`config.mk`:
```
export PLATFORM = sky130hd
export DESIGN_NAME = websocket_frame_deframer
export DESIGN_NICKNAME = d
export VERILOG_FILES = /design/src/sv/wsd_pkg.sv /design/src/sv/websocket_frame_deframer.sv /design/src/sv/wsd_parser.sv /design/src/sv/wsd_out_skid.sv
export VERILOG_INCLUDE_DIRS = /design/src /design/src/sv
export SDC_FILE = /design/constraint.sdc
export NUM_CORES = 1
export LEC_CHECK = 0
export ABC_AREA = 1
export ABC_CLOCK_PERIOD_IN_PS = 4400
export BUFFER_PORTS_ARGS = -buffer_cell sky130_fd_sc_hd__buf_4
export CORE_UTILIZATION = 40
export CTS_CLUSTER_SIZE = 16
export DETAILED_ROUTE_END_ITERATION = 6
export SLEW_MARGIN = 20
export SYNTH_ARGS = -nofsm -noshare
export SYNTH_HDL_FRONTEND = slang
export SYNTH_HIERARCHICAL = 1
export SYNTH_SLANG_ARGS = --single-unit
```
`constraint.sdc`:
```
create_clock -name clk -period 4.4 [get_ports clk]
set_input_delay 0.22 -clock clk [delete_from_list [all_inputs] [get_ports clk]]
set_output_delay 0.22 -clock clk [all_outputs]
set_load 0.01 [all_outputs]
```
`src/sv/websocket_frame_deframer_macros.svh`:
```
// Assertion macros used by the deframer top level.
`ifndef WEBSOCKET_FRAME_DEFRAMER_MACROS_SVH
`define WEBSOCKET_FRAME_DEFRAMER_MACROS_SVH

// Same-cycle implication, checked at every rising edge outside reset.
`define WSD_ASSERT_NOW(label, ante, cons, msg) \
    label: assert property (@(posedge clk) disable iff (!rst_n) (ante) |-> (cons)) \
        else $error(msg);

// Next-cycle implication, checked at every rising edge outside reset.
`define WSD_ASSERT_NEXT(label, ante, cons, msg) \
    label: assert property (@(posedge clk) disable iff (!rst_n) (ante) |=> (cons)) \
        else $error(msg);

`endif

```
`src/sv/wsd_pkg.sv`:
```
// Shared types, codes and helpers for the WebSocket frame deframer.
package wsd_pkg;

    typedef enum logic [2:0] {
        KIND_TEXT    = 3'd0,
        KIND_BINARY  = 3'd1,
        KIND_PING    = 3'd2,
        KIND_CLOSE   = 3'd3,
        KIND_UNKNOWN = 3'd4,
        KIND_SILENT  = 3'd5
    } kind_t;

    localparam logic [3:0]  OP_CONT   = 4'h0;
    localparam logic [3:0]  OP_TEXT   = 4'h1;
    localparam logic [3:0]  OP_BINARY = 4'h2;
    localparam logic [3:0]  OP_CLOSE  = 4'h8;
    localparam logic [3:0]  OP_PING   = 4'h9;
    localparam logic [3:0]  OP_PONG   = 4'hA;

    localparam logic [6:0]  LEN_EXT16 = 7'd126;
    localparam logic [6:0]  LEN_EXT64 = 7'd127;
    localparam logic [3:0]  EXT16_BYTES = 4'd2;
    localparam logic [3:0]  EXT64_BYTES = 4'd8;
    localparam logic [3:0]  KEY_BYTES   = 4'd4;
    localparam logic [15:0] DEFAULT_CLOSE = 16'd1000;

    typedef struct packed {
        kind_t       kind;
        logic [7:0]  data;
        logic        has;
        logic        last;
        logic [3:0]  opcode;
        logic [15:0] status;
    } result_t;

    function automatic kind_t kind_of(input logic [3:0] op);
        kind_t k;
        unique case (op)
            OP_TEXT:          k = KIND_TEXT;
            OP_BINARY:        k = KIND_BINARY;
            OP_PING:          k = KIND_PING;
            OP_CLOSE:         k = KIND_CLOSE;
            OP_CONT, OP_PONG: k = KIND_SILENT;
            default:          k = KIND_UNKNOWN;
        endcase
        return k;
    endfunction

endpackage

```
`src/sv/websocket_frame_deframer.sv`:
```
// Top level of the WebSocket frame deframer.
//
// Input channel: one received stream byte per request on rx_byte, handed over
// when in_valid is high and in_stall is low. Output channel: at most one result
// per input byte (frame_kind, payload_byte, has_byte, end_of_frame, raw_opcode,
// close_status), taken when out_valid is high and out_stall is low.
// Header bytes (opcode, length, extended length, masking key) give no result,
// except that the final header byte of an empty frame gives one result without
// data. Payload bytes come out unmasked and tagged; a reserved opcode gives only
// a dataless result on its last byte, and pong and continuation frames give no
// result at all. Close frames carry their status on the last result, after which
// every byte is dropped until reset. Throughput: one byte per cycle while in_stall
// is low; the parser decodes each byte with short logic between its state
// registers and the result register. Receiver stalls: the result register holds,
// a one-entry skid stage takes the next result, and in_stall rises only while
// that skid entry is occupied. Reset: asynchronous, active low; the parser waits
// for a first header byte with the session open and the output channel empty.
`include "websocket_frame_deframer_macros.svh"

module websocket_frame_deframer
(
    input  logic        clk,
    input  logic        rst_n,
    input  logic        in_valid,
    output logic        in_stall,
    input  logic [7:0]  rx_byte,
    output logic        out_valid,
    input  logic        out_stall,
    output logic [2:0]  frame_kind,
    output logic [7:0]  payload_byte,
    output logic        has_byte,
    output logic        end_of_frame,
    output logic [3:0]  raw_opcode,
    output logic [15:0] close_status
);

    logic             accept;
    logic             res_valid;
    wsd_pkg::result_t res;
    wsd_pkg::result_t out_res;
    logic             skid_full;

    // Take a request whenever the skid entry is free.
    assign in_stall = skid_full;
    assign accept   = in_valid && !in_stall;

    wsd_parser u_parser
    (
        .clk       (clk),
        .rst_n     (rst_n),
        .accept    (accept),
        .rx_byte   (rx_byte),
        .res_valid (res_valid),
        .res       (res)
    );

    // Push only bytes that produce a result; the rest are consumed in place.
    wsd_out_skid u_out
    (
        .clk       (clk),
        .rst_n     (rst_n),
        .push      (accept && res_valid),
        .push_res  (res),
        .full      (skid_full),
        .out_valid (out_valid),
        .out_stall (out_stall),
        .out_res   (out_res)
    );

    assign frame_kind   = out_res.kind;
    assign payload_byte = out_res.data;
    assign has_byte     = out_res.has;
    assign end_of_frame = out_res.last;
    assign raw_opcode   = out_res.opcode;
    assign close_status = out_res.status;

    `WSD_ASSERT_NOW(a_skid_implies_out, in_stall, out_valid, "skid entry held with empty output")
    `WSD_ASSERT_NEXT(a_push_shows, accept && res_valid, out_valid, "pushed result not presented")
    `WSD_ASSERT_NOW(a_empty_is_last, out_valid && !has_byte, end_of_frame, "dataless result not last")
    `WSD_ASSERT_NOW(a_status_on_close, out_valid && close_status != 16'd0, (frame_kind == wsd_pkg::KIND_CLOSE) && end_of_frame, "close status outside last close result")

endmodule

```
`src/sv/wsd_parser.sv`:
```
// Frame header parser and payload unmasker: one byte per accepted request.
module wsd_parser
(
    input  logic              clk,
    input  logic              rst_n,
    input  logic              accept,
    input  logic [7:0]        rx_byte,
    output logic              res_valid,
    output wsd_pkg::result_t  res
);

    typedef enum logic [2:0] {
        PH_HDR0,
        PH_HDR1,
        PH_EXTLEN,
        PH_KEY,
        PH_PAYLOAD
    } phase_t;

    phase_t         phase_reg,        phase_next;
    logic [3:0]     opcode_reg,       opcode_next;
    logic           mask_present_reg, mask_present_next;
    logic [3:0]     hdr_left_reg,     hdr_left_next;
    logic [31:0]    mask_key_reg,     mask_key_next;
    logic [63:0]    remaining_reg,    remaining_next;
    logic [1:0]     mask_pos_reg,     mask_pos_next;
    logic [15:0]    close_acc_reg,    close_acc_next;
    logic [1:0]     close_seen_reg,   close_seen_next;
    logic           session_open_reg, session_open_next;

    always_comb
    begin
        wsd_pkg::kind_t kind;
        logic [6:0]     len7;
        logic [3:0]     hdr_dec;
        logic [7:0]     key_byte;
        logic [7:0]     data;
        logic           last;
        logic           after_len;
        logic [63:0]    len_val;
        logic           hdr_done;
        logic [63:0]    hdr_rem;

        phase_next        = phase_reg;
        opcode_next       = opcode_reg;
        mask_present_next = mask_present_reg;
        hdr_left_next     = hdr_left_reg;
        mask_key_next     = mask_key_reg;
        remaining_next    = remaining_reg;
        mask_pos_next     = mask_pos_reg;
        close_acc_next    = close_acc_reg;
        close_seen_next   = close_seen_reg;
        session_open_next = session_open_reg;

        kind      = wsd_pkg::kind_of(opcode_reg);
        len7      = rx_byte[6:0];
        hdr_dec   = 4'(hdr_left_reg - 4'd1);
        after_len = 1'b0;
        len_val   = '0;
        hdr_done  = 1'b0;
        hdr_rem   = remaining_reg;
        last      = 1'b0;

        unique case (mask_pos_reg)
            2'd0:    key_byte = mask_key_reg[31:24];
            2'd1:    key_byte = mask_key_reg[23:16];
            2'd2:    key_byte = mask_key_reg[15:8];
            default: key_byte = mask_key_reg[7:0];
        endcase
        data = mask_present_reg ? (rx_byte ^ key_byte) : rx_byte;

        res_valid   = 1'b0;
        res.kind    = kind;
        res.data    = 8'd0;
        res.has     = 1'b0;
        res.last    = 1'b0;
        res.opcode  = opcode_reg;
        res.status  = 16'd0;

        if (accept && session_open_reg)
        begin
            unique case (phase_reg)
                PH_HDR0:
                begin
                    opcode_next     = rx_byte[3:0];
                    close_acc_next  = 16'd0;
                    close_seen_next = 2'd0;
                    phase_next      = PH_HDR1;
                end
                PH_HDR1:
                begin
                    mask_present_next = rx_byte[7];
                    if (len7 == wsd_pkg::LEN_EXT16 || len7 == wsd_pkg::LEN_EXT64)
                    begin
                        remaining_next = 64'd0;
                        hdr_left_next  = (len7 == wsd_pkg::LEN_EXT16) ?
                                         wsd_pkg::EXT16_BYTES : wsd_pkg::EXT64_BYTES;
                        phase_next     = PH_EXTLEN;
                    end
                    else
                    begin
                        remaining_next = {57'd0, len7};
                        after_len      = 1'b1;
                        len_val        = {57'd0, len7};
                    end
                end
                PH_EXTLEN:
                begin
                    remaining_next = {remaining_reg[55:0], rx_byte};
                    hdr_left_next  = hdr_dec;
                    if (hdr_dec == 4'd0)
                    begin
                        after_len = 1'b1;
                        len_val   = {remaining_reg[55:0], rx_byte};
                    end
                end
                PH_KEY:
                begin
                    mask_key_next = {mask_key_reg[23:0], rx_byte};
                    hdr_left_next = hdr_dec;
                    if (hdr_dec == 4'd0)
                    begin
                        hdr_done = 1'b1;
                        hdr_rem  = remaining_reg;
                    end
                end
                PH_PAYLOAD:
                begin
                    mask_pos_next  = 2'(mask_pos_reg + 2'd1);
                    remaining_next = 64'(remaining_reg - 64'd1);
                    if (kind == wsd_pkg::KIND_CLOSE && close_seen_reg < 2'd2)
                    begin
                        close_acc_next  = {close_acc_reg[7:0], data};
                        close_seen_next = 2'(close_seen_reg + 2'd1);
                    end
                    last = (remaining_reg == 64'd1);
                    if (last)
                    begin
                        phase_next = PH_HDR0;
                        if (kind == wsd_pkg::KIND_CLOSE)
                            session_open_next = 1'b0;
                    end
                    if (kind == wsd_pkg::KIND_UNKNOWN)
                    begin
                        res_valid = last;
                        res.last  = 1'b1;
                    end
                    else if (kind != wsd_pkg::KIND_SILENT)
                    begin
                        res_valid = 1'b1;
                        res.data  = data;
                        res.has   = 1'b1;
                        res.last  = last;
                        if (kind == wsd_pkg::KIND_CLOSE && last)
                            res.status = (close_seen_next >= 2'd2) ?
                                         close_acc_next : wsd_pkg::DEFAULT_CLOSE;
                    end
                end
                default:
                begin
                    phase_next = PH_HDR0;
                end
            endcase

            // Length known: fetch the masking key or close out the header.
            if (after_len)
            begin
                if (mask_present_next)
                begin
                    phase_next    = PH_KEY;
                    hdr_left_next = wsd_pkg::KEY_BYTES;
                    mask_key_next = 32'd0;
                end
                else
                begin
                    hdr_done = 1'b1;
                    hdr_rem  = len_val;
                end
            end

            // Header complete: enter payload, or finish an empty frame.
            if (hdr_done)
            begin
                mask_pos_next = 2'd0;
                if (hdr_rem != 64'd0)
                begin
                    phase_next = PH_PAYLOAD;
                end
                else
                begin
                    phase_next = PH_HDR0;
                    if (kind == wsd_pkg::KIND_CLOSE)
                        session_open_next = 1'b0;
                    if (kind != wsd_pkg::KIND_SILENT)
                    begin
                        res_valid = 1'b1;
                        res.last  = 1'b1;
                        if (kind == wsd_pkg::KIND_CLOSE)
                            res.status = (close_seen_reg >= 2'd2) ?
                                         close_acc_reg : wsd_pkg::DEFAULT_CLOSE;
                    end
                end
            end
        end
    end

    always_ff @(posedge clk or negedge rst_n)
    begin
        if (!rst_n)
        begin
            phase_reg        <= PH_HDR0;
            opcode_reg       <= 4'd0;
            mask_present_reg <= 1'b0;
            hdr_left_reg     <= 4'd0;
            mask_key_reg     <= 32'd0;
            remaining_reg    <= 64'd0;
            mask_pos_reg     <= 2'd0;
            close_acc_reg    <= 16'd0;
            close_seen_reg   <= 2'd0;
            session_open_reg <= 1'b1;
        end
        else
        begin
            phase_reg        <= phase_next;
            opcode_reg       <= opcode_next;
            mask_present_reg <= mask_present_next;
            hdr_left_reg     <= hdr_left_next;
            mask_key_reg     <= mask_key_next;
            remaining_reg    <= remaining_next;
            mask_pos_reg     <= mask_pos_next;
            close_acc_reg    <= close_acc_next;
            close_seen_reg   <= close_seen_next;
            session_open_reg <= session_open_next;
        end
    end

endmodule

```
`src/sv/wsd_out_skid.sv`:
```
// Result register with a one-entry skid stage toward the output channel.
module wsd_out_skid
(
    input  logic              clk,
    input  logic              rst_n,
    input  logic              push,
    input  wsd_pkg::result_t  push_res,
    output logic              full,
    output logic              out_valid,
    input  logic              out_stall,
    output wsd_pkg::result_t  out_res
);

    logic             out_valid_reg,  out_valid_next;
    logic             skid_valid_reg, skid_valid_next;
    wsd_pkg::result_t out_res_reg,    out_res_next;
    wsd_pkg::result_t skid_res_reg,   skid_res_next;
    logic             pop;

    assign pop = out_valid_reg && !out_stall;

    always_comb
    begin
        out_valid_next  = out_valid_reg;
        skid_valid_next = skid_valid_reg;
        out_res_next    = out_res_reg;
        skid_res_next   = skid_res_reg;
        if (skid_valid_reg)
        begin
            // Refill the output from the skid entry once it drains.
            if (pop)
            begin
                out_res_next    = skid_res_reg;
                skid_valid_next = 1'b0;
            end
        end
        else if (push)
        begin
            if (!out_valid_reg || pop)
            begin
                out_res_next   = push_res;
                out_valid_next = 1'b1;
            end
            else
            begin
                skid_res_next   = push_res;
                skid_valid_next = 1'b1;
            end
        end
        else if (pop)
        begin
            out_valid_next = 1'b0;
        end
    end

    always_ff @(posedge clk or negedge rst_n)
    begin
        if (!rst_n)
        begin
            out_valid_reg  <= 1'b0;
            skid_valid_reg <= 1'b0;
        end
        else
        begin
            out_valid_reg  <= out_valid_next;
            skid_valid_reg <= skid_valid_next;
        end
    end

    always_ff @(posedge clk)
    begin
        out_res_reg  <= out_res_next;
        skid_res_reg <= skid_res_next;
    end

    assign full      = skid_valid_reg;
    assign out_valid = out_valid_reg;
    assign out_res   = out_res_reg;

endmodule

```
# Word-level counts from Yosys, hierarchy flattened
# Index checks and enable logic that the tools add are counted.
# op_classes
n_mux	86
n_addsub	4
order_cmp	3
bitwise_logic	3
n_eq_ne	19
n_reduce_logical	31
# ops
operator	n
two-way mux 64 bit	4
two-way mux 16 bit	12
one-hot mux 64 bit (3 select lines)	1
two-way mux 33 bit	4
one-hot mux 64 bit (2 select lines)	1
two-way mux 32 bit	3
== test 64 x 1 -> 1 bit, second input constant	1
nonzero test 64 bit	1
subtractor 64 x 1 -> 64 bit, second input constant	1
two-way mux 1 bit	33
one-hot mux 16 bit (2 select lines)	1
two-way mux 10 bit	3
one-hot mux 8 bit (3 select lines)	1
two-way mux 3 bit	6
two-way mux 4 bit	4
one-hot mux 3 bit (5 select lines)	1
== test 7 bit, second input constant	2
== test 4 bit, second input constant	3
one-hot mux 3 bit (4 select lines)	1
two-way mux 2 bit	5
nonzero test 2 bit	5
== test 3 x 2 -> 1 bit, second input constant	3
two-way mux 9 bit	1
AND reduction 3 bit	3
other kinds (28)	46
# word_totals
register_bits	197
word_cells	170
inputBits	12
out_inout_bits	35

# Longest topological paths before layout
# logic_depth
ltp_word	22
ltp_mapped	22
depth_no_buf	22

# Cells and area by module
# The synthesis kept the hierarchy.
# by_module_without_submodules
module	n_inst	seq_area_each_um2	area_each_um2	cells_per_inst
wsd_parser	1	3229.3	9238.9	1353
wsd_out_skid	1	2031.9	2526.2	193
websocket_frame_deframer	1	0.0	23.8	5

# Least setup slack after synthesis
# No wires, ideal clock.
# synth_timing
path_type	flip-flop to flip-flop
start	reg u_parser.hdr_left_reg[0]
end	reg u_out.out_res_reg (netlist bit u_out/out_res[0]) (enable)
n_path_buf	0
period_less_slack_ns	3.823
path_stages_with_launch	21
arrival_ns	3.399
setup_time_ns	0.424
slack_ns	0.577
t_required_ns	3.976
path_cell_list	dfrtp_1 inv_1 ha_1 inv_1 nand2_1 nand2_1 nor2_1 nand3_2 nand2_1 nand2_1 nand2_1 nand2_2 clkinv_4 nand3_4 inv_2 nand2_1 a21oi_1 inv_1 nor2_2 nor2_1 nor2_1
# synth_via
elab_chain_len	14
word_cells_on_any_way	21
classes_between	add/sub: 1; mux: 15; reduce/logical: 5
# synth_rtl
element	line	source
start: declaration	wsd_parser.sv:23	logic [3:0] hdr_left_reg, hdr_left_next;
start signal: assignment	wsd_parser.sv:227	hdr_left_reg <= hdr_left_next;
subtractor 4 x 1 -> 4 bit *	wsd_parser.sv:57	hdr_dec = 4'(hdr_left_reg - 4'd1);
logical NOT 4 bit *	wsd_parser.sv:111, wsd_parser.sv:121	
two-way mux 64 bit / two-way mux 1 bit (equally long branches)	wsd_parser.sv:111, wsd_parser.sv:121	
one-hot mux 64 bit (2 select lines) / one-hot mux 1 bit (2 select lines) (equally long branches)	wsd_parser.sv:82	unique case (phase_reg)
two-way mux 64 bit / two-way mux 1 bit (equally long branches)	wsd_parser.sv:168, wsd_parser.sv:80	
two-way mux 64 bit	wsd_parser.sv:166	if (after_len)
two-way mux 64 bit	wsd_parser.sv:80	if (accept && session_open_reg)
nonzero test 64 bit	wsd_parser.sv:185	if (hdr_rem != 64'd0)
two-way mux 1 bit	wsd_parser.sv:185	
two-way mux 1 bit *	wsd_parser.sv:182	if (hdr_done)
two-way mux 1 bit *	wsd_parser.sv:80	
via res_valid	websocket_frame_deframer.sv:38	logic res_valid;
logical AND 1 bit *	websocket_frame_deframer.sv:62	.push (accept && res_valid),
nonzero test 2 bit (no line) *	-	
AND reduction 3 bit (no line) *	-	
end signal: assignment	wsd_out_skid.sv:72	out_res_reg <= out_res_next;
end: declaration	wsd_out_skid.sv:16	wsd_pkg::result_t out_res_reg, out_res_next;
# The timed path passes the listed nets; every way through them passes the cells marked *. The select of a mux whose other input is x is not followed.
# A chain may end at the register's enable or synchronous reset.

# Worst setup path in the final report
# layout_timing
start	reg u_parser.hdr_left_reg[0]
end	reg u_out/skid_res_reg[8] (netlist name) (enable)
# layout_via
elab_chain_len	13
word_cells_on_any_way	20
classes_between	add/sub: 1; mux: 15; reduce/logical: 4
# layout_rtl
element	line	source
subtractor 4 x 1 -> 4 bit *	wsd_parser.sv:57	
logical NOT 4 bit *	wsd_parser.sv:111, wsd_parser.sv:121	
two-way mux 64 bit / two-way mux 1 bit (equally long branches)	wsd_parser.sv:111, wsd_parser.sv:121	
one-hot mux 64 bit (2 select lines) / one-hot mux 1 bit (2 select lines) (equally long branches)	wsd_parser.sv:82	
two-way mux 64 bit / two-way mux 1 bit (equally long branches)	wsd_parser.sv:168, wsd_parser.sv:80	
two-way mux 64 bit	wsd_parser.sv:166	
two-way mux 64 bit	wsd_parser.sv:80	
nonzero test 64 bit	wsd_parser.sv:185	
two-way mux 1 bit	wsd_parser.sv:185	
two-way mux 1 bit *	wsd_parser.sv:182	
two-way mux 1 bit *	wsd_parser.sv:80	
via res_valid	websocket_frame_deframer.sv:38	
logical AND 1 bit *	websocket_frame_deframer.sv:62	
AND reduction 3 bit (no line) *	-	
end signal: assignment	wsd_out_skid.sv:73	skid_res_reg <= skid_res_next;
end: declaration	wsd_out_skid.sv:17	wsd_pkg::result_t skid_res_reg, skid_res_next;
# Marks and branches as above.

==> key figures <==
Timing
  • Final critical-path required period: around 3.2 ns
  • Slew Limit Fails: 0
  • RSZ-0062 raised after global routing: false
  • Worst clock skew: approximately 0.022 ns
  • Setup TNS: 0 ns
  • Endpoints failing setup: 0
  • Final Worst Setup Slack: 1.18 ns
  • Slew @ Worst Pin: 0.991 ns
  • Final hold viol count: 0
  • Worst Hold Slack: 0.0641 ns
  • Peak Freq: 0.311 GHz
  • Tcrit/Tclk final: 0.731
  • Max-slew headroom: 0.340

Synth
  • Syn_area_per_cell: 7.60 sq um
  • Synth Warn #: 6
  • Async set or reset register ratio after synthesis: 0.665
  • Most used DFF post-synth: dfrtp_1
  • Post-synth net total: 1572
  • Distinct cell type count after synthesis: 49
  • Sequential share of the synthesized area: 0.446
  • Synthesized cell area: 11800 sq um
  • Number of synthesized flops with an enable pin: 66
  • Yosys reg bits: a little under 200
  • Cells after synthesis: 1551

Route
  • 1st-iter DRT viols: 965
  • Drc violations: 0
  • Number of detailed-route iterations in the first pass: 6
  • Wirelength, routed: 31.3 mm
  • WL/cell: 15.9 microns
  • Vias: ~10000
  • Vias per inst: 5.32
  • Antenna-violating nets left: 0

Place
  • Pre-CTS WS: 1.20 ns
  • DP Area: 12400 sq um
  • PortBufs: 46
  • Post-DP HPWL: 21.6 mm
  • Placer Congestion: 0.895

Outcome
  • Status: finished clean

Cells and area
  • # fillers: 2911
  • Final Util: 0.452
  • Final layout net count: 1588
  • Total area of sequential cells: 5260 sq um
  • Share of cells above drive strength 1: 0.112
  • Antenna cell count: 0
  • Area of the multi-input gates: about 5500 sq um
  • Max FFs per register: 64
  • Final Cell Area: 13000 sq um
  • Synthesis-to-layout area growth: 10.6%

Clocking
  • Cts bufs inserted: 17
  • Cells resized by post-CTS repair: 0
  • CTS tree: built
  • Worst skew pair latency: roughly 0.45 ns
  • Worst-case clock buffer depth: 2
  • Post-CTS setup buffers: 0
  • CTS H-tree depth: 4
  • Clk slew on worst S/H paths: about 0.070 ns
  • Hold_buf cts: 1
  • Root Driver: clkbuf_16
  • Clk sink count: roughly 200

Floorplanning
  • Core area: 28900 sq um
  • Die H: 174 microns
  • Die area: around 30000 sq um
  • I/O pins: 47
  • Row Count: 62
  • Starting Density: 0.409
  • Die W: 174 microns

Worst setup path
  • R2R cell count: 23
  • RR Startpoint: u_parser/hdr_left_reg[0]
  • Crit path required time: 4.50 ns
  • CP Class: reg -> reg
  • Worst reg2reg path endpoint: u_out/skid_res_reg[8]
  • Setup crit end kind: register
  • Worst-path maximum fanout: 33
  • R2R Setup Slk: roughly 1.2 ns
  • CP Launch Type: register
  • CP arrival: 3.32 ns

Hold path
  • Worst Hold Path Cells: 3
  • Hold_sp: out_stall
  • Hold Crit Class: in -> reg
  • Worst hold endpoint: u_out/out_valid

GRT
  • Number of global-route vias before repair: 9900
  • Global-route wire length before repair: 51.7 mm
  • Total GRT Usage: 0.213
  • Largest net degree at the start of global routing: 99
  • Initial antenna violation count: 0
  • Grt ovf: 0

Power
  • P_leak: 5.72 nW
  • Worst vdd rail ir drop: 0.000216 V
  • Power Density: about 270 nW/um^2

Job
  • Max Cap Violations: 0
[area by class of cell]
type / instances / share of cell area
multi-input combinational: 1092 / 0.421
sequential: 197 / 0.404
inverter: 203 / 0.0592
tap: 384 / 0.0369
clock buffer: 19 / 0.0340
timing repair buffer: 56 / 0.0337
clock inverter: 13 / 0.0119
[cells in the mapped netlist (7+ instances only)]
| cell type | n | area share |
|---|---|---|
| dfrtp_1 | 130 | 0.28 |
| nor2_1 | 160 | 0.051 |
| a22o_1 | 7 | 0.0052 |
| nor2_4 | 11 | 0.011 |
| inv_2 | 19 | 0.0060 |
| buf_2 | 21 | 0.0089 |
| nand2_2 | 13 | 0.0069 |
| o22ai_1 | 40 | 0.021 |
| edfxtp_1 | 66 | 0.17 |
| clkbuf_1 | 24 | 0.0076 |
| buf_1 | 9 | 0.0029 |
| inv_1 | 179 | 0.057 |
| nand4_1 | 16 | 0.0085 |
| o211ai_1 | 11 | 0.0070 |
| nor3_1 | 13 | 0.0055 |
| o21ai_0 | 124 | 0.053 |
| ha_1 | 9 | 0.0096 |
| nand2_1 | 362 | 0.12 |
| a22oi_1 | 47 | 0.030 |
| a21oi_1 | 126 | 0.053 |
| nor2_2 | 21 | 0.011 |
| o21ai_1 | 8 | 0.0034 |
| nand3_1 | 80 | 0.034 |
[how the worst max path moves through the flow]
stage / from / to / slack (ns)
after detailed placement: u_parser/hdr_left_reg[0] / u_out/skid_res_reg[12] / 1.20
after floorplan: u_parser/hdr_left_reg[0] / u_out/out_res[0] / 0.58
after global routing: u_parser/hdr_left_reg[0] / u_out/skid_res_reg[13] / 0.79
after CTS: u_parser/hdr_left_reg[0] / u_out/skid_res_reg[12] / 1.19
after global placement: u_parser/hdr_left_reg[0] / u_out/skid_res_reg[26] / 1.21
final: u_parser/hdr_left_reg[0] / u_out/skid_res_reg[8] / 1.18
[cells by family after synthesis]
family,share of synthesized area
flops,0.446
buf+inv,0.0894
simple gates,0.266
compound gates,0.185
fa+ha+maj,0.00955
xor+xnor,0.00446
[through the flow]
step / total power [mW] / cells
finish: 3.54 / 1964
CTS: 3.59 / 1964
floorplan: 1.93 / 1551
detailed placement: 1.98 / 1931
global placement: 1.98 / 1931
global route: 3.65 / 1964
[placed cells by master (no fill, tap or decap), drive strengths merged, types with 19 or more instances in the layout]
cell,Yosys,layout
inv,200,208
nand3,85,85
o22ai,40,40
o21ai,133,133
edfxtp,66,66
dfrtp,130,130
nand2,380,380
a22oi,47,47
a21oi,127,127
clkbuf,24,19
nor2,195,195
buf,35,55
[power by group]
part                   switching, mW  internal (mW)
registers      0.0000000000000000533           1.88
logic                         0.0455         0.0119
clock network                  0.819          0.784
total                          0.864           2.68
[worst max-delay path, cell delays in order (launching register included)]
cell and delay (ns):
dfrtp_1 0.41, inv_1 0.12, ha_1 0.18, inv_1 0.04, nand2_1 0.05, nand2_1 0.06, nor2_1 0.16, nand3_2 0.17
nand2_1 0.13, nand2_1 0.08, nand2_1 0.08, nand2_2 0.07, clkinv_4 0.07, nand3_4 0.13, inv_2 0.08, nand2_1 0.06
a21oi_1 0.13, inv_1 0.07, nor2_2 0.14, inv_1 0.05, nor2_1 0.09, nand2_1 0.07, inv_1 0.05, buf_4 0.37
[layer usage]
metal,vias up,wire [microns],share of wire,global-route usage
li1,5211,-,-,-
met1,4909,14600,0.47,0.289
met2,295,14700,0.47,0.352
met3,30,1470,0.047,0.0336
met4,0,534,0.017,0.0574
met5,-,0,0,0
Power figures use the tool's default switching activity.
